`src/rtl/core/prs_pkg.sv`:
```
package prs_pkg;

  // bank geometry, fixed by the widths of the rank, bank and mask fields
  localparam int NUM_RANKS       = 2;
  localparam int NUM_BANKS       = 8;
  localparam int BANKS_PER_GROUP = 2;
  localparam int NUM_GROUPS      = NUM_BANKS / BANKS_PER_GROUP;
  localparam int NUM_SLOTS       = NUM_RANKS * NUM_GROUPS;

  localparam int COUNT_BITS_DEF  = 8;

  localparam int OP_W    = 2;
  localparam int RANK_W  = 1;
  localparam int BANK_W  = 3;
  localparam int MASK_W  = NUM_RANKS * NUM_BANKS;
  localparam int GRP_W   = $clog2(NUM_GROUPS);
  localparam int SLOT_W  = RANK_W + GRP_W;
  localparam int SUB_W   = (BANKS_PER_GROUP > 1) ? $clog2(BANKS_PER_GROUP) : 1;
  localparam int KIND_W  = 2;
  localparam int THR_W   = 8;

  // configuration port
  localparam int ADDR_W  = 4;
  localparam int DATA_W  = 32;
  localparam int REG_IDX_W = 2;

  localparam logic [REG_IDX_W-1:0] REG_REFRESH_EN   = 2'd0;
  localparam logic [REG_IDX_W-1:0] REG_PRECHARGE_EN = 2'd1;
  localparam logic [REG_IDX_W-1:0] REG_THRESHOLD    = 2'd2;

  // operation codes
  localparam logic [OP_W-1:0] OP_PULSE = 2'd0;
  localparam logic [OP_W-1:0] OP_ISSUE = 2'd1;
  localparam logic [OP_W-1:0] OP_CLEAR = 2'd2;

  // result kinds
  localparam logic [KIND_W-1:0] KIND_NONE      = 2'd0;
  localparam logic [KIND_W-1:0] KIND_PRECHARGE = 2'd1;
  localparam logic [KIND_W-1:0] KIND_REFRESH   = 2'd2;
  localparam logic [KIND_W-1:0] KIND_STATUS    = 2'd3;

  typedef struct packed {
    logic              refresh_en;
    logic              precharge_en;
    logic [THR_W-1:0]  threshold;
  } cfg_t;

  typedef struct packed {
    logic              latch_item;
    logic              pulse;
    logic              clear;
    logic              scan_sel;
    logic              scan_step;
    logic              found;
    logic              issue;
    logic              pre_pop;
    logic              load_out;
    logic [KIND_W-1:0] out_kind;
  } dp_cmd_t;

  typedef struct packed {
    logic slot_due;
    logic scan_end;
    logic pre_pending;
    logic out_free;
  } dp_sts_t;

endpackage

```
`src/rtl/core/prs_if.sv`:
```
interface prs_in_if;
  import prs_pkg::*;

  logic              valid;
  logic              ready;
  logic [OP_W-1:0]   operation;
  logic [RANK_W-1:0] rank_sel;
  logic [BANK_W-1:0] bank_sel;
  logic [MASK_W-1:0] open_banks;

  modport source (output valid, operation, rank_sel, bank_sel, open_banks, input ready);
  modport sink   (input valid, operation, rank_sel, bank_sel, open_banks, output ready);
endinterface

interface prs_out_if;
  import prs_pkg::*;

  logic              valid;
  logic              ready;
  logic [KIND_W-1:0] command_kind;
  logic [RANK_W-1:0] cmd_rank;
  logic [BANK_W-1:0] cmd_bank;
  logic              group_needs;
  logic              group_queued;
  logic              last;

  modport source (output valid, command_kind, cmd_rank, cmd_bank, group_needs, group_queued,
                  last, input ready);
  modport sink   (input valid, command_kind, cmd_rank, cmd_bank, group_needs, group_queued,
                  last, output ready);
endinterface

```
`src/rtl/core/postponed_refresh_scheduler.sv`:
```
// postponed refresh scheduler: keeps an owed-refresh count for every rank and bank group,
// with needs and queued flags per group. an input transaction is a pulse (one more owed
// refresh), an issue (round-robin search for the first group at threshold, then 0 or more
// precharges for its open banks followed by one refresh) or a clear of the queued flags.
// items are handled one at a time by a state machine over a small datapath. a pulse or
// clear is accepted, updates its group, then loads its status result into the output
// register. an issue is accepted, then the scan examines group slots (1 to 8, testing one
// counter per cycle), an update step books the group found and its results go out in turn
// (up to 2 precharges and a refresh); a miss or an undefined code gives one empty result.
// the next item is taken as soon as the last result of the current one sits in the
// output register, and results wait there while the sink stalls. the counters, flags and
// round-robin pointers are cleared by reset directly; configuration is written through
// an apb-style port with pready tied high and should only change while the block is idle.
module postponed_refresh_scheduler #(
  parameter int COUNT_BITS = prs_pkg::COUNT_BITS_DEF
) (
  input  logic                        clk,
  input  logic                        rst_n,
  prs_in_if.sink                      in_chan,
  prs_out_if.source                   out_chan,
  input  logic                        psel,
  input  logic                        penable,
  input  logic                        pwrite,
  input  logic [prs_pkg::ADDR_W-1:0]  paddr,
  input  logic [prs_pkg::DATA_W-1:0]  pwdata,
  output logic [prs_pkg::DATA_W-1:0]  prdata,
  output logic                        pready
);
  import prs_pkg::*;

  cfg_t    cfg;
  dp_cmd_t cmd;
  dp_sts_t sts;

  // register file: enable, precharge enable, threshold
  prs_cfg u_cfg (
    .clk     (clk),
    .rst_n   (rst_n),
    .psel    (psel),
    .penable (penable),
    .pwrite  (pwrite),
    .paddr   (paddr),
    .pwdata  (pwdata),
    .prdata  (prdata),
    .pready  (pready),
    .cfg     (cfg)
  );

  // sequencer: accepts items, walks the scan, paces results into the output register
  prs_ctrl u_ctrl (
    .clk          (clk),
    .rst_n        (rst_n),
    .in_valid     (in_chan.valid),
    .in_operation (in_chan.operation),
    .in_ready     (in_chan.ready),
    .sts          (sts),
    .cmd          (cmd)
  );

  // counters, flags, pointers and the output register
  prs_dp #(
    .COUNT_BITS (COUNT_BITS)
  ) u_dp (
    .clk              (clk),
    .rst_n            (rst_n),
    .cfg              (cfg),
    .cmd              (cmd),
    .sts              (sts),
    .in_rank_sel      (in_chan.rank_sel),
    .in_bank_sel      (in_chan.bank_sel),
    .in_open_banks    (in_chan.open_banks),
    .out_ready        (out_chan.ready),
    .out_valid        (out_chan.valid),
    .out_command_kind (out_chan.command_kind),
    .out_cmd_rank     (out_chan.cmd_rank),
    .out_cmd_bank     (out_chan.cmd_bank),
    .out_group_needs  (out_chan.group_needs),
    .out_group_queued (out_chan.group_queued),
    .out_last         (out_chan.last)
  );

endmodule

```
`src/rtl/core/prs_cfg.sv`:
```
module prs_cfg (
  input  logic                    clk,
  input  logic                    rst_n,
  input  logic                    psel,
  input  logic                    penable,
  input  logic                    pwrite,
  input  logic [prs_pkg::ADDR_W-1:0] paddr,
  input  logic [prs_pkg::DATA_W-1:0] pwdata,
  output logic [prs_pkg::DATA_W-1:0] prdata,
  output logic                    pready,
  output prs_pkg::cfg_t           cfg
);
  import prs_pkg::*;

  logic             refresh_en_r;
  logic             precharge_en_r;
  logic [THR_W-1:0] threshold_r;
  logic             wr_en;
  logic [REG_IDX_W-1:0] reg_idx;

  assign pready  = 1'b1;
  assign wr_en   = psel && penable && pwrite;
  assign reg_idx = paddr[ADDR_W-1:2];

  always_ff @(posedge clk) begin
    if (!rst_n) begin
      refresh_en_r   <= 1'b0;
      precharge_en_r <= 1'b1;
      threshold_r    <= THR_W'(1);
    end else if (wr_en) begin
      case (reg_idx)
        REG_REFRESH_EN:   refresh_en_r   <= pwdata[0];
        REG_PRECHARGE_EN: precharge_en_r <= pwdata[0];
        REG_THRESHOLD:    threshold_r    <= pwdata[THR_W-1:0];
        default: ;
      endcase
    end
  end

  always_comb begin
    case (reg_idx)
      REG_REFRESH_EN:   prdata = DATA_W'(refresh_en_r);
      REG_PRECHARGE_EN: prdata = DATA_W'(precharge_en_r);
      REG_THRESHOLD:    prdata = DATA_W'(threshold_r);
      default:          prdata = '0;
    endcase
  end

  assign cfg.refresh_en   = refresh_en_r;
  assign cfg.precharge_en = precharge_en_r;
  assign cfg.threshold    = threshold_r;

endmodule

```
`src/rtl/core/prs_dp.sv`:
```
module prs_dp #(
  parameter int COUNT_BITS = prs_pkg::COUNT_BITS_DEF
) (
  input  logic                         clk,
  input  logic                         rst_n,
  input  prs_pkg::cfg_t                cfg,
  input  prs_pkg::dp_cmd_t             cmd,
  output prs_pkg::dp_sts_t             sts,
  input  logic [prs_pkg::RANK_W-1:0]   in_rank_sel,
  input  logic [prs_pkg::BANK_W-1:0]   in_bank_sel,
  input  logic [prs_pkg::MASK_W-1:0]   in_open_banks,
  input  logic                         out_ready,
  output logic                         out_valid,
  output logic [prs_pkg::KIND_W-1:0]   out_command_kind,
  output logic [prs_pkg::RANK_W-1:0]   out_cmd_rank,
  output logic [prs_pkg::BANK_W-1:0]   out_cmd_bank,
  output logic                         out_group_needs,
  output logic                         out_group_queued,
  output logic                         out_last
);
  import prs_pkg::*;

  localparam int CMP_W = (COUNT_BITS > THR_W) ? COUNT_BITS : THR_W;

  logic [COUNT_BITS-1:0]      count_r [NUM_SLOTS];
  logic [NUM_SLOTS-1:0]       needs_r;
  logic [NUM_SLOTS-1:0]       queued_r;
  logic [SLOT_W-1:0]          ptr_r;
  logic [SLOT_W-1:0]          scan_i_r;
  logic [SLOT_W-1:0]          cur_slot_r;
  logic [MASK_W-1:0]          open_r;
  logic [BANKS_PER_GROUP-1:0] pre_mask_r;

  logic                       out_valid_r;
  logic [KIND_W-1:0]          out_kind_r;
  logic [RANK_W-1:0]          out_rank_r;
  logic [BANK_W-1:0]          out_bank_r;
  logic                       out_needs_r;
  logic                       out_queued_r;
  logic                       out_last_r;

  logic [SLOT_W-1:0]          scan_slot;
  logic [RANK_W-1:0]          scan_rank;
  logic [GRP_W-1:0]           scan_grp;
  logic [SLOT_W-1:0]          rd_slot;
  logic [COUNT_BITS-1:0]      rd_cnt;
  logic [COUNT_BITS-1:0]      cnt_inc;
  logic [COUNT_BITS-1:0]      cnt_dec;
  logic                       due_rd;
  logic                       due_inc;
  logic                       due_dec;
  logic [RANK_W-1:0]          cur_rank;
  logic [GRP_W-1:0]           cur_grp;
  logic [BANK_W-1:0]          head_bank;
  logic [SUB_W-1:0]           pre_sub;
  logic [BANK_W-1:0]          pre_bank;
  logic [SLOT_W-1:0]          item_slot;

  function automatic logic is_due(input logic en, input logic [COUNT_BITS-1:0] c,
                                  input logic [THR_W-1:0] thr);
    return en && (CMP_W'(c) >= CMP_W'(thr));
  endfunction

  // round-robin slot: rank offset then group offset, both wrapping
  assign scan_rank = ptr_r[SLOT_W-1 -: RANK_W] + scan_i_r[SLOT_W-1 -: RANK_W];
  assign scan_grp  = ptr_r[GRP_W-1:0] + scan_i_r[GRP_W-1:0];
  assign scan_slot = {scan_rank, scan_grp};

  assign rd_slot = cmd.scan_sel ? scan_slot : cur_slot_r;
  assign rd_cnt  = count_r[rd_slot];
  assign cnt_inc = (rd_cnt == '1) ? rd_cnt : rd_cnt + 1'b1;
  assign cnt_dec = (rd_cnt == '0) ? rd_cnt : rd_cnt - 1'b1;
  assign due_rd  = is_due(cfg.refresh_en, rd_cnt, cfg.threshold);
  assign due_inc = is_due(cfg.refresh_en, cnt_inc, cfg.threshold);
  assign due_dec = is_due(cfg.refresh_en, cnt_dec, cfg.threshold);

  assign item_slot = {in_rank_sel, GRP_W'(in_bank_sel / BANKS_PER_GROUP)};
  assign cur_rank  = cur_slot_r[SLOT_W-1 -: RANK_W];
  assign cur_grp   = cur_slot_r[GRP_W-1:0];
  assign head_bank = BANK_W'(cur_grp * BANKS_PER_GROUP);

  // lowest pending precharge goes out first
  always_comb begin
    pre_sub = '0;
    for (int t = BANKS_PER_GROUP - 1; t >= 0; t--) begin
      if (pre_mask_r[t]) pre_sub = SUB_W'(t);
    end
  end
  assign pre_bank = head_bank + BANK_W'(pre_sub);

  always_ff @(posedge clk) begin
    if (!rst_n) begin
      for (int s = 0; s < NUM_SLOTS; s++) count_r[s] <= '0;
      needs_r  <= '0;
      queued_r <= '0;
      ptr_r    <= '0;
      scan_i_r <= '0;
    end else begin
      if (cmd.latch_item) scan_i_r <= '0;
      else if (cmd.scan_step) scan_i_r <= scan_i_r + 1'b1;
      if (cmd.pulse) begin
        count_r[cur_slot_r] <= cnt_inc;
        if (due_inc) needs_r[cur_slot_r] <= 1'b1;
      end
      if (cmd.clear) queued_r[cur_slot_r] <= 1'b0;
      if (cmd.issue) begin
        count_r[cur_slot_r]  <= cnt_dec;
        queued_r[cur_slot_r] <= 1'b1;
        if (!due_dec) needs_r[cur_slot_r] <= 1'b0;
        ptr_r <= ptr_r + 1'b1;
      end
    end
  end

  always_ff @(posedge clk) begin
    if (cmd.latch_item) begin
      cur_slot_r <= item_slot;
      open_r     <= in_open_banks;
    end else if (cmd.found) begin
      cur_slot_r <= scan_slot;
    end
    if (cmd.issue) begin
      pre_mask_r <= cfg.precharge_en ?
                    open_r[cur_slot_r * BANKS_PER_GROUP +: BANKS_PER_GROUP] : '0;
    end else if (cmd.pre_pop) begin
      pre_mask_r[pre_sub] <= 1'b0;
    end
  end

  // output register
  always_ff @(posedge clk) begin
    if (!rst_n) begin
      out_valid_r <= 1'b0;
    end else if (cmd.load_out) begin
      out_valid_r <= 1'b1;
    end else if (out_ready) begin
      out_valid_r <= 1'b0;
    end
  end

  always_ff @(posedge clk) begin
    if (cmd.load_out) begin
      out_kind_r <= cmd.out_kind;
      case (cmd.out_kind)
        KIND_PRECHARGE: begin
          out_rank_r   <= cur_rank;
          out_bank_r   <= pre_bank;
          out_needs_r  <= needs_r[cur_slot_r];
          out_queued_r <= queued_r[cur_slot_r];
          out_last_r   <= 1'b0;
        end
        KIND_NONE: begin
          out_rank_r   <= '0;
          out_bank_r   <= '0;
          out_needs_r  <= 1'b0;
          out_queued_r <= 1'b0;
          out_last_r   <= 1'b1;
        end
        default: begin
          out_rank_r   <= cur_rank;
          out_bank_r   <= head_bank;
          out_needs_r  <= needs_r[cur_slot_r];
          out_queued_r <= queued_r[cur_slot_r];
          out_last_r   <= 1'b1;
        end
      endcase
    end
  end

  assign sts.slot_due    = due_rd;
  assign sts.scan_end    = (scan_i_r == '1);
  assign sts.pre_pending = |pre_mask_r;
  assign sts.out_free    = !out_valid_r || out_ready;

  assign out_valid        = out_valid_r;
  assign out_command_kind = out_kind_r;
  assign out_cmd_rank     = out_rank_r;
  assign out_cmd_bank     = out_bank_r;
  assign out_group_needs  = out_needs_r;
  assign out_group_queued = out_queued_r;
  assign out_last         = out_last_r;

endmodule

```
`src/rtl/core/prs_ctrl.sv`:
```
module prs_ctrl (
  input  logic                       clk,
  input  logic                       rst_n,
  input  logic                       in_valid,
  input  logic [prs_pkg::OP_W-1:0]   in_operation,
  output logic                       in_ready,
  input  prs_pkg::dp_sts_t           sts,
  output prs_pkg::dp_cmd_t           cmd
);
  import prs_pkg::*;

  typedef enum logic [7:0] {
    S_IDLE   = 8'b0000_0001,
    S_PULSE  = 8'b0000_0010,
    S_CLEAR  = 8'b0000_0100,
    S_STATUS = 8'b0000_1000,
    S_SCAN   = 8'b0001_0000,
    S_ISSUE  = 8'b0010_0000,
    S_EMIT   = 8'b0100_0000,
    S_NONE   = 8'b1000_0000
  } state_t;

  state_t state_r, state_nxt;
  logic   accept;

  assign in_ready = (state_r == S_IDLE);
  assign accept   = in_valid && in_ready;

  always_comb begin
    state_nxt = state_r;
    cmd       = '0;
    case (state_r)
      S_IDLE: begin
        if (accept) begin
          cmd.latch_item = 1'b1;
          case (in_operation)
            OP_PULSE: state_nxt = S_PULSE;
            OP_ISSUE: state_nxt = S_SCAN;
            OP_CLEAR: state_nxt = S_CLEAR;
            default:  state_nxt = S_NONE;
          endcase
        end
      end
      S_PULSE: begin
        cmd.pulse = 1'b1;
        state_nxt = S_STATUS;
      end
      S_CLEAR: begin
        cmd.clear = 1'b1;
        state_nxt = S_STATUS;
      end
      S_STATUS: begin
        if (sts.out_free) begin
          cmd.load_out = 1'b1;
          cmd.out_kind = KIND_STATUS;
          state_nxt    = S_IDLE;
        end
      end
      S_SCAN: begin
        cmd.scan_sel = 1'b1;
        if (sts.slot_due) begin
          cmd.found = 1'b1;
          state_nxt = S_ISSUE;
        end else begin
          cmd.scan_step = 1'b1;
          if (sts.scan_end) state_nxt = S_NONE;
        end
      end
      S_ISSUE: begin
        cmd.issue = 1'b1;
        state_nxt = S_EMIT;
      end
      S_EMIT: begin
        if (sts.out_free) begin
          cmd.load_out = 1'b1;
          if (sts.pre_pending) begin
            cmd.out_kind = KIND_PRECHARGE;
            cmd.pre_pop  = 1'b1;
          end else begin
            cmd.out_kind = KIND_REFRESH;
            state_nxt    = S_IDLE;
          end
        end
      end
      S_NONE: begin
        if (sts.out_free) begin
          cmd.load_out = 1'b1;
          cmd.out_kind = KIND_NONE;
          state_nxt    = S_IDLE;
        end
      end
      default: state_nxt = S_IDLE;
    endcase
  end

  always_ff @(posedge clk) begin
    if (!rst_n) state_r <= S_IDLE;
    else        state_r <= state_nxt;
  end

endmodule

```
`src/flat_wrapper.sv`:
```
// flat-port wrapper written by rule: the top's interface ports become plain ports
module postponed_refresh_scheduler_flat import prs_pkg::*;
#(
  parameter int COUNT_BITS = prs_pkg::COUNT_BITS_DEF
)
  (clk, rst_n, psel, penable, pwrite, paddr, pwdata, prdata, pready, in_chan_valid, in_chan_operation, in_chan_rank_sel, in_chan_bank_sel, in_chan_open_banks, in_chan_ready, out_chan_valid, out_chan_command_kind, out_chan_cmd_rank, out_chan_cmd_bank, out_chan_group_needs, out_chan_group_queued, out_chan_last, out_chan_ready);
  prs_in_if in_chan_i ();
  prs_out_if out_chan_i ();
  input  logic clk;
  input  logic rst_n;
  input  logic psel;
  input  logic penable;
  input  logic pwrite;
  input  logic [prs_pkg::ADDR_W-1:0] paddr;
  input  logic [prs_pkg::DATA_W-1:0] pwdata;
  output logic [prs_pkg::DATA_W-1:0] prdata;
  output logic pready;
  input wire logic [$bits(in_chan_i.valid)-1:0] in_chan_valid;
  input wire logic [$bits(in_chan_i.operation)-1:0] in_chan_operation;
  input wire logic [$bits(in_chan_i.rank_sel)-1:0] in_chan_rank_sel;
  input wire logic [$bits(in_chan_i.bank_sel)-1:0] in_chan_bank_sel;
  input wire logic [$bits(in_chan_i.open_banks)-1:0] in_chan_open_banks;
  output wire logic [$bits(in_chan_i.ready)-1:0] in_chan_ready;
  output wire logic [$bits(out_chan_i.valid)-1:0] out_chan_valid;
  output wire logic [$bits(out_chan_i.command_kind)-1:0] out_chan_command_kind;
  output wire logic [$bits(out_chan_i.cmd_rank)-1:0] out_chan_cmd_rank;
  output wire logic [$bits(out_chan_i.cmd_bank)-1:0] out_chan_cmd_bank;
  output wire logic [$bits(out_chan_i.group_needs)-1:0] out_chan_group_needs;
  output wire logic [$bits(out_chan_i.group_queued)-1:0] out_chan_group_queued;
  output wire logic [$bits(out_chan_i.last)-1:0] out_chan_last;
  input wire logic [$bits(out_chan_i.ready)-1:0] out_chan_ready;
  assign in_chan_i.valid = in_chan_valid;
  assign in_chan_i.operation = in_chan_operation;
  assign in_chan_i.rank_sel = in_chan_rank_sel;
  assign in_chan_i.bank_sel = in_chan_bank_sel;
  assign in_chan_i.open_banks = in_chan_open_banks;
  assign in_chan_ready = in_chan_i.ready;
  assign out_chan_valid = out_chan_i.valid;
  assign out_chan_command_kind = out_chan_i.command_kind;
  assign out_chan_cmd_rank = out_chan_i.cmd_rank;
  assign out_chan_cmd_bank = out_chan_i.cmd_bank;
  assign out_chan_group_needs = out_chan_i.group_needs;
  assign out_chan_group_queued = out_chan_i.group_queued;
  assign out_chan_last = out_chan_i.last;
  assign out_chan_i.ready = out_chan_ready;
  postponed_refresh_scheduler #(.COUNT_BITS(COUNT_BITS)) u_core (.clk(clk), .rst_n(rst_n), .in_chan(in_chan_i), .out_chan(out_chan_i), .psel(psel), .penable(penable), .pwrite(pwrite), .paddr(paddr), .pwdata(pwdata), .prdata(prdata), .pready(pready));
endmodule
```
`config.mk`:
```
export PLATFORM = sky130hd
export DESIGN_NAME = postponed_refresh_scheduler_flat
export DESIGN_NICKNAME = d
export VERILOG_FILES = /design/src/rtl/core/prs_pkg.sv /design/src/rtl/core/prs_if.sv /design/src/rtl/core/postponed_refresh_scheduler.sv /design/src/rtl/core/prs_cfg.sv /design/src/rtl/core/prs_dp.sv /design/src/rtl/core/prs_ctrl.sv /design/src/flat_wrapper.sv
export SDC_FILE = /design/constraint.sdc
export NUM_CORES = 1
export LEC_CHECK = 0
export BUFFER_PORTS_ARGS = -buffer_cell sky130_fd_sc_hd__buf_2
export CORE_AREA = 2 2 125 139
export CTS_CLUSTER_SIZE = 10
export DETAILED_ROUTE_END_ITERATION = 6
export DIE_AREA = 0 0 127 141
export PLACE_DENSITY = 0.67
export SYNTH_ARGS = -nofsm -noshare
export SYNTH_HDL_FRONTEND = slang
export SYNTH_SLANG_ARGS = --single-unit
```
`constraint.sdc`:
```
create_clock -name clk -period 6 [get_ports clk]
set_clock_uncertainty 0.2 [all_clocks]
set_input_delay 0.9 -clock clk [delete_from_list [all_inputs] [get_ports clk]]
set_output_delay 0.9 -clock clk [all_outputs]
set_load 0.1 [all_outputs]
```
Yosys cells after proc, flatten, opt, wreduce, memory -nomap -nowiden. Memories as Yosys holds them, arrays and structs flattened. Cells that the tools add are included.

Add/subtract/negate cells: 7. Order comparisons: 7. Equal/unequal tests: 20. Shift operators: 1. Mux-type cells: 65. Bitwise gates (word level): 9. Reduce and logical (&&, ||, !) cells: 26.

Operators by type and width (count): two-way mux 8 bit (18); one-hot mux 8 bit (3 select lines) (2); one-hot mux 8 bit (6 select lines) (1); two-way mux 1 bit (26); greater-or-equal comparator 8 bit (3); two-way mux 3 bit (7); bitwise AND 8 bit (2); == test 8 bit (second input constant) (2); bitwise OR 8 bit (2); indexed part select 16 x 5 -> 2 bit (1); one-hot mux 3 bit (3 select lines) (1); adder 8 x 1 -> 8 bit (second input constant) (1); == test 8 x 1 -> 1 bit (second input constant) (1); == test 8 x 2 -> 1 bit (second input constant) (1); == test 8 x 3 -> 1 bit (second input constant) (1); == test 8 x 4 -> 1 bit (second input constant) (1); == test 8 x 5 -> 1 bit (second input constant) (1); == test 8 x 6 -> 1 bit (second input constant) (1); == test 8 x 7 -> 1 bit (second input constant) (1); logical AND 1 bit (8); logical NOT 8 bit (1); two-way mux 2 bit (4); NOT 8 bit (1); OR reduction 2 bit (4); other kinds (31) (44).

Register bits after elaboration: 71. Bits in writable memories: 64. Output and inout bits: 44. Logic and storage cells: 154. Memories kept: 1.

Memories: u_core.u_dp.count_r (depth 8, bits a word 8, read ports 1, clocked after Yosys merged registers in 0, write ports 8, line prs_dp.sv:25) `logic [COUNT_BITS-1:0] count_r [NUM_SLOTS];`.

Longest topological paths before layout.
Mapped depth: 24. Depth with buffers taken out: 22.

Cells and area by module. From an unflattened synthesis, not the netlist that was laid out.

Cell total of the unflattened synthesis: 731. Area total of the unflattened synthesis: 7606.0 µm².

By module, submodules not included: prs_dp (times used 1, cells an instance 566, area each 6257.3 µm²); prs_cfg (times used 1, cells an instance 85, area each 714.4 µm²); prs_ctrl (times used 1, cells an instance 80, area each 634.4 µm²).

Least setup slack after synthesis. OpenSTA, ideal clock, no wires.

Path kind: register to register. From: register u_core.u_ctrl.state_r[5]. To: register u_core.u_dp.needs_r[6]. Setup time: 0.119 ns. Arrival time: 4.648 ns. Data required time: 5.681 ns. Path slack: 1.033 ns. Stages on the path, launching flop included: 24. Buffers on the path: 3. Clock period less this slack: 4.967 ns. Cells stage by stage: dfxtp_1 > buf_6 > or4b_1 > buf_2 > nor2_1 > o22ai_2 > a32oi_1 > and3_1 > buf_4 > ha_1 > inv_1 > nor3_2 > nand2_1 > xnor2_1 > ha_1 > nand2b_1 > a21o_1 > a21o_1 > a21o_1 > a21o_1 > a21oi_1 > o21a_1 > nor3_1 > o221a_2.

Cells in the longest elaborated chain, start to end: 14.

Ends and longest elaborated chain: from (decl) (line prs_ctrl.sv:23) `state_t state_r, state_nxt;`; from (signal assigned) (line prs_ctrl.sv:98) `else state_r <= state_nxt;`; == test 8 x 5 -> 1 bit (line prs_ctrl.sv:32) `case (state_r)`; two-way mux 3 bit (line prs_ctrl.sv:32); two-way mux 3 bit (line prs_dp.sv:69) `assign rd_slot = cmd.scan_sel ? scan_slot : cur_slot_r;`; memory read (8 x 8 bit); adder 8 x 1 -> 8 bit or == test 8 bit (tied branches) (line prs_dp.sv:71) `assign cnt_inc = (rd_cnt == '1) ? rd_cnt : rd_cnt + 1'b1;`; two-way mux 8 bit (line prs_dp.sv:71); greater-or-equal comparator 8 bit (line prs_dp.sv:61) `return en && (CMP_W'(c) >= CMP_W'(thr));`; logical AND 1 bit (line prs_dp.sv:61); two-way mux 8 bit (line prs_dp.sv:103) `if (due_inc) needs_r[cur_slot_r] <= 1'b1;`; two-way mux 8 bit (line prs_dp.sv:101) `if (cmd.pulse) begin`; two-way mux 8 bit (line prs_dp.sv:92) `if (!rst_n) begin`; bitwise AND 8 bit (no source line); two-way mux 8 bit (line prs_dp.sv:109) `if (!due_dec) needs_r[cur_slot_r] <= 1'b0;`; two-way mux 8 bit (*) (line prs_dp.sv:106) `if (cmd.issue) begin`; to (signal assigned) (line prs_dp.sv:94) `needs_r <= '0;`; to (signal, indexed assignment) (line prs_dp.sv:103); to (signal, indexed assignment) (line prs_dp.sv:109); to (decl) (line prs_dp.sv:26) `logic [NUM_SLOTS-1:0] needs_r;`.

Every way passes the cells marked *; elsewhere a longest branch is shown, timed or not. The select of a mux whose other input is x is not followed. A chain may end at the register's enable or synchronous reset.

Worst setup path in the final report.
From: register u_core.u_ctrl.state_r[0]. To: register u_core.u_dp.needs_r[2].

Same word-level chain as after synthesis.

==> flow_results.org <==
** Run status
- Outcome :: completed

** CTS
- The number of hold buffers added after CTS was 0.
- The clock passes through at most 2 buffers.
- Clock buffer count from CTS :: 17
- Htree depth :: 4
- In this run, post-CTS repair resized a total of 0 instances.
- Setup Buffers After CTS :: 0
- Clock tree synthesis selected as its root buffer the cell sky130_fd_sc_hd__clkbuf_16.
- After clock tree synthesis, the clock-pin slew on the worst setup and hold paths is around 0.060 ns.
- Latest clock arrival within the worst-skew pair :: 0.43 ns
- Clock tree synthesis found a total of 135 sinks.
- TritonCTS built the clock tree.

** Min path
- Path type of the worst min-delay path :: reg2reg
- Worst Hold Depth :: 2
- The worst hold path begins at u_core.u_dp.queued_r[4].
- Worst-case hold path end point :: u_core.u_dp.queued_r[4]

** STA
- RSZ-0062 raised after global routing :: no
- The number of pins exceeding their max-slew limit in the final report was 0.
- For the pin with the worst max-slew slack, the measured transition is just over 0.8 ns.
- The number of endpoints with negative hold slack in the final report is 0.
- Post-route setup slack :: between 0.2 and 0.3 ns
- Final clock period utilization by the worst path :: 0.951
- Setup tns final :: 0 ns
- Number of failing setup endpoints in the final timing report :: 0
- F_max :: 175 MHz
- The smallest clock period supported by the final layout is computed as approximately 5.7 ns.
- In this run the tightest slew margin relative to its limit is 0.457.

** Synth
- Summed over all instances, the cell type with the most area after synthesis is sky130_fd_sc_hd__edfxtp_1.
- In the synthesized netlist the dominant register cell turns out to be sky130_fd_sc_hd__edfxtp_1.
- Cell types with the highest counts after synthesis :: sky130_fd_sc_hd__nor2_1 (103), sky130_fd_sc_hd__edfxtp_1 (94), sky130_fd_sc_hd__nand2_1 (85)
- Counting flops with a built-in enable in the synthesized netlist gives 94.
- Number of warning messages in the yosys log :: 0
- Counting distinct cell types in the post-synthesis netlist gives 78.
- Ranking of synthesized cells by area :: sky130_fd_sc_hd__edfxtp_1 (35%), sky130_fd_sc_hd__dfxtp_1 (10%), sky130_fd_sc_hd__nor2_1 (4.8%)
- Count of mapped cells out of synthesis :: roughly 840
- In this run the mean area of a mapped cell was slightly below 10 µm².
- The mapped netlist covers ~0.0081 mm².
- For this run, the register share of the synthesized area comes to 0.452.
- Synthesis-stage register bit count :: around 140
- Cell with the most instances after synthesis :: sky130_fd_sc_hd__nor2_1
- Post-synth ARST share :: 0
- Share of Yosys cell area claimed by the top area cell type :: 0.350

** Setup path
- Reg2reg path depth :: 22
- In this design, the critical path's most frequently occurring cell is sky130_fd_sc_hd__a21o_1.
- Of all nets on the critical path, the largest fanout is 16.
- The critical path goes through or4_1 -> buf_4 -> o21ai_4 -> nand3_1 -> a32oi_1 -> nand2_1 -> inv_1 -> ha_1 -> inv_1 -> nor3_2 -> nand2_1 -> xnor2_1 -> ha_1 -> nand2b_1 -> a21o_1 -> a21o_1 -> a21o_1 -> a21o_1 -> a21oi_1 -> o21a_1 -> nor3_1 -> o221a_2.
- The startpoint identified for the worst register-to-register timing path is u_core.u_ctrl.state_r[0].
- Startpoint type of the worst setup path :: register
- Crit-path max cell delay :: a little under 0.6 ns
- Internal reg-to-reg setup slack :: between 0.2 and 0.3 ns
- The slowest stage of the critical path belongs to the cell sky130_fd_sc_hd__or4_1.
- Reg-to-reg endpoint :: u_core.u_dp.needs_r[2]
- Worst setup path class :: reg2reg
- Data on the critical path arrives at its endpoint at approximately 5.8 ns.
- STA classifies the critical path endpoint as a register.
- For the worst setup path, the data required time is ~6.1 ns.

** GRT
- Number of antenna violations at the first check in global routing :: 0
- The total overflow left after global routing is 0.
- Entering global routing, the biggest net connects 43 pins.
- Overall routing resource usage :: 0.233
- The first global-routing pass estimated around 32 mm of wire.
- Vias in the first global route :: 6205

** Power
- Dividing total power by cell area gives a power density of ~450 mW/mm².
- Leakage power summed over all cells :: about 0.0033 µW
- Across the VDD grid, the largest voltage drop is ~410 µV.

** Layout
- From synthesis to final layout, the design area changed by 12.0%.
- 0 antenna diodes ended up in the layout.
- In the final design database the tool counted between 900 and 1000 nets.
- The sequential cells in the finished layout cover a total of around 0.0036 mm².
- Share of cells above drive strength 1 :: 0.176
- The multi-input combinational cells in the finished layout cover a total of between 0.004 and 0.005 mm².
- Number of inserted filler cells in the final layout :: 1500

** Floorplan
- Height of the chip :: 141 µm
- Number of cell rows :: 50
- Number of top-level pins :: about 110
- Die outline area :: 0.0179 mm²
- Core Box Area :: around 0.017 mm²
- Die outline width :: between 100 and 150 µm
- Starting Density :: 0.485

** Drt
- Mean number of vias per cell :: ~5.9
- Post-detailed-route DRC marker count :: 0
- Wires add up to 20.5 mm.
- After detailed routing, the average wire length per cell comes to ~18 µm.
- Before antenna repair, the detailed router went through 5 iterations.
- Summing over every cut layer, the via total after detailed routing is 6526.
- DRC violation total after the first TritonRoute iteration :: roughly 600
- Antenna viol nets, final :: 0

** Placed design
- GPL Wtd Cong :: ~0.93
- Summed over all nets, the half-perimeter wirelength after detailed placement is between 10 and 15 mm.
- Dpl ws :: around 0.41 ns
- Port Buf Inserts :: 56

** Job
- Max-Cap Viols :: 0
[where the power goes]
group | internal [µW] | switching (µW)
combinational | 593 | 1310
clock | 544 | 450
sequential | 1090 | 51.4
[worst max-delay path by stage]
stage | startpoint | end | slack [ns]
6_report | u_core.u_ctrl.state_r[0] | u_core.u_dp.needs_r[2] | 0.30
5_1_grt | u_core.u_ctrl.state_r[0] | u_core.u_dp.needs_r[2] | 0.05
4_1_cts | u_core.u_ctrl.state_r[0] | u_core.u_dp.needs_r[2] | 0.37
3_5_place_dp | u_core.u_ctrl.state_r[0] | u_core.u_dp.needs_r[2] | 0.41
3_3_place_gp | u_core.u_ctrl.state_r[0] | u_core.u_dp.needs_r[6] | 0.46
2_1_floorplan | u_core.u_ctrl.state_r[5] | u_core.u_dp.needs_r[6] | 1.03
[cells by family (layout without fill, tap and decap cells)]
family                     Yosys count  count (layout)  synth area share
buffers and inverters               91             133            0.0588
xor gates and xnor gates            10              10            0.0109
AOI/OAI and AO/OA                  200             200             0.187
and+or+nand+nor                    354             354             0.222
other                                2              25          0.000931
DFF                                135             135             0.452
muxes                               16              16            0.0219
adders and majority gates           30              30            0.0465
[state kept, by name (all words and copies together) (netlist names), 2 cells and up]
name and count:
u_core.u_dp.open_r 16, u_core.u_ctrl.state_r 8, u_core.u_dp.queued_r 8, u_core.u_dp.pre_mask_r 2
u_core.u_dp.scan_i_r 3, u_core.u_dp.needs_r 8, u_core.u_dp.count_r 64, u_core.u_dp.cur_slot_r 3
u_core.u_dp.out_command_kind 2, u_core.u_dp.ptr_r 3, u_core.u_cfg.threshold_r 8, u_core.u_dp.out_cmd_bank 3
[routing by layer]
| layer | GRT usage | up-vias | share of wire |
|---|---|---|---|
| li1 | - | 3144 | - |
| met1 | 0.306 | 3147 | 0.45 |
| met2 | 0.390 | 205 | 0.49 |
| met3 | 0.0364 | 30 | 0.039 |
| met4 | 0.0839 | 0 | 0.021 |
| met5 | 0 | - | 0 |
[layout by cell type (no fill, tap or decap), drive strengths merged, types with 4 or more instances in the layout]
cell type	synthesis	final
a211oi	15	15
a21o	16	16
a21oi	33	33
a221oi	5	5
a22o	4	4
a22oi	18	18
a311oi	5	5
a31oi	7	7
a32oi	16	16
and2	16	16
and3	6	6
buf	43	75
clkbuf	22	17
clkinv	1	6
conb	2	25
dfxtp	41	41
edfxtp	94	94
ha	30	30
inv	25	32
mux2i	13	13
nand2	88	88
nand2b	33	33
nand3	45	45
nand4	6	6
nor2	103	103
nor2b	9	9
nor3	25	25
nor4	5	5
nor4b	4	4
o21ai	47	47
o221a	8	8
o31ai	9	9
xnor2	7	7
[through the flow]
step	cell area (µm²)	hold WS (ns)	utilization	std cells	total power, µW
2_1_floorplan	8150	0.249	-	861	2560
3_3_place_gp	8470	0.261	0.509	1079	3020
3_5_place_dp	8470	0.269	0.509	1079	3030
4_1_cts	9030	0.278	0.543	1111	4020
5_1_grt	9030	0.304	0.543	1111	4260
6_report	9030	0.275	0.543	1111	4040
[area by class of cell]
class                           instances  share of cell area
Multi-Input combinational cell        635               0.448
Sequential cell                       135               0.403
Clock buffer                           17              0.0471
Timing Repair Buffer                   75              0.0468
Tap cell                              208              0.0288
Clock inverter                         15              0.0152
Inverter                               26              0.0109
[worst max-delay path: cells and delay by family, from the launching register on]
| family | cells | cell delay [ns] |
|---|---|---|
| AO/OA/AOI/OAI | 9 | 2.25 |
| AND/OR/NAND/NOR | 7 | 1.73 |
| buffers and inverters | 3 | 0.45 |
| adder cells (fa/ha/maj) | 2 | 0.42 |
| flip-flops | 1 | 0.37 |
| XOR/XNOR | 1 | 0.18 |
No activity file was read; power rests on OpenSTA's default activity.
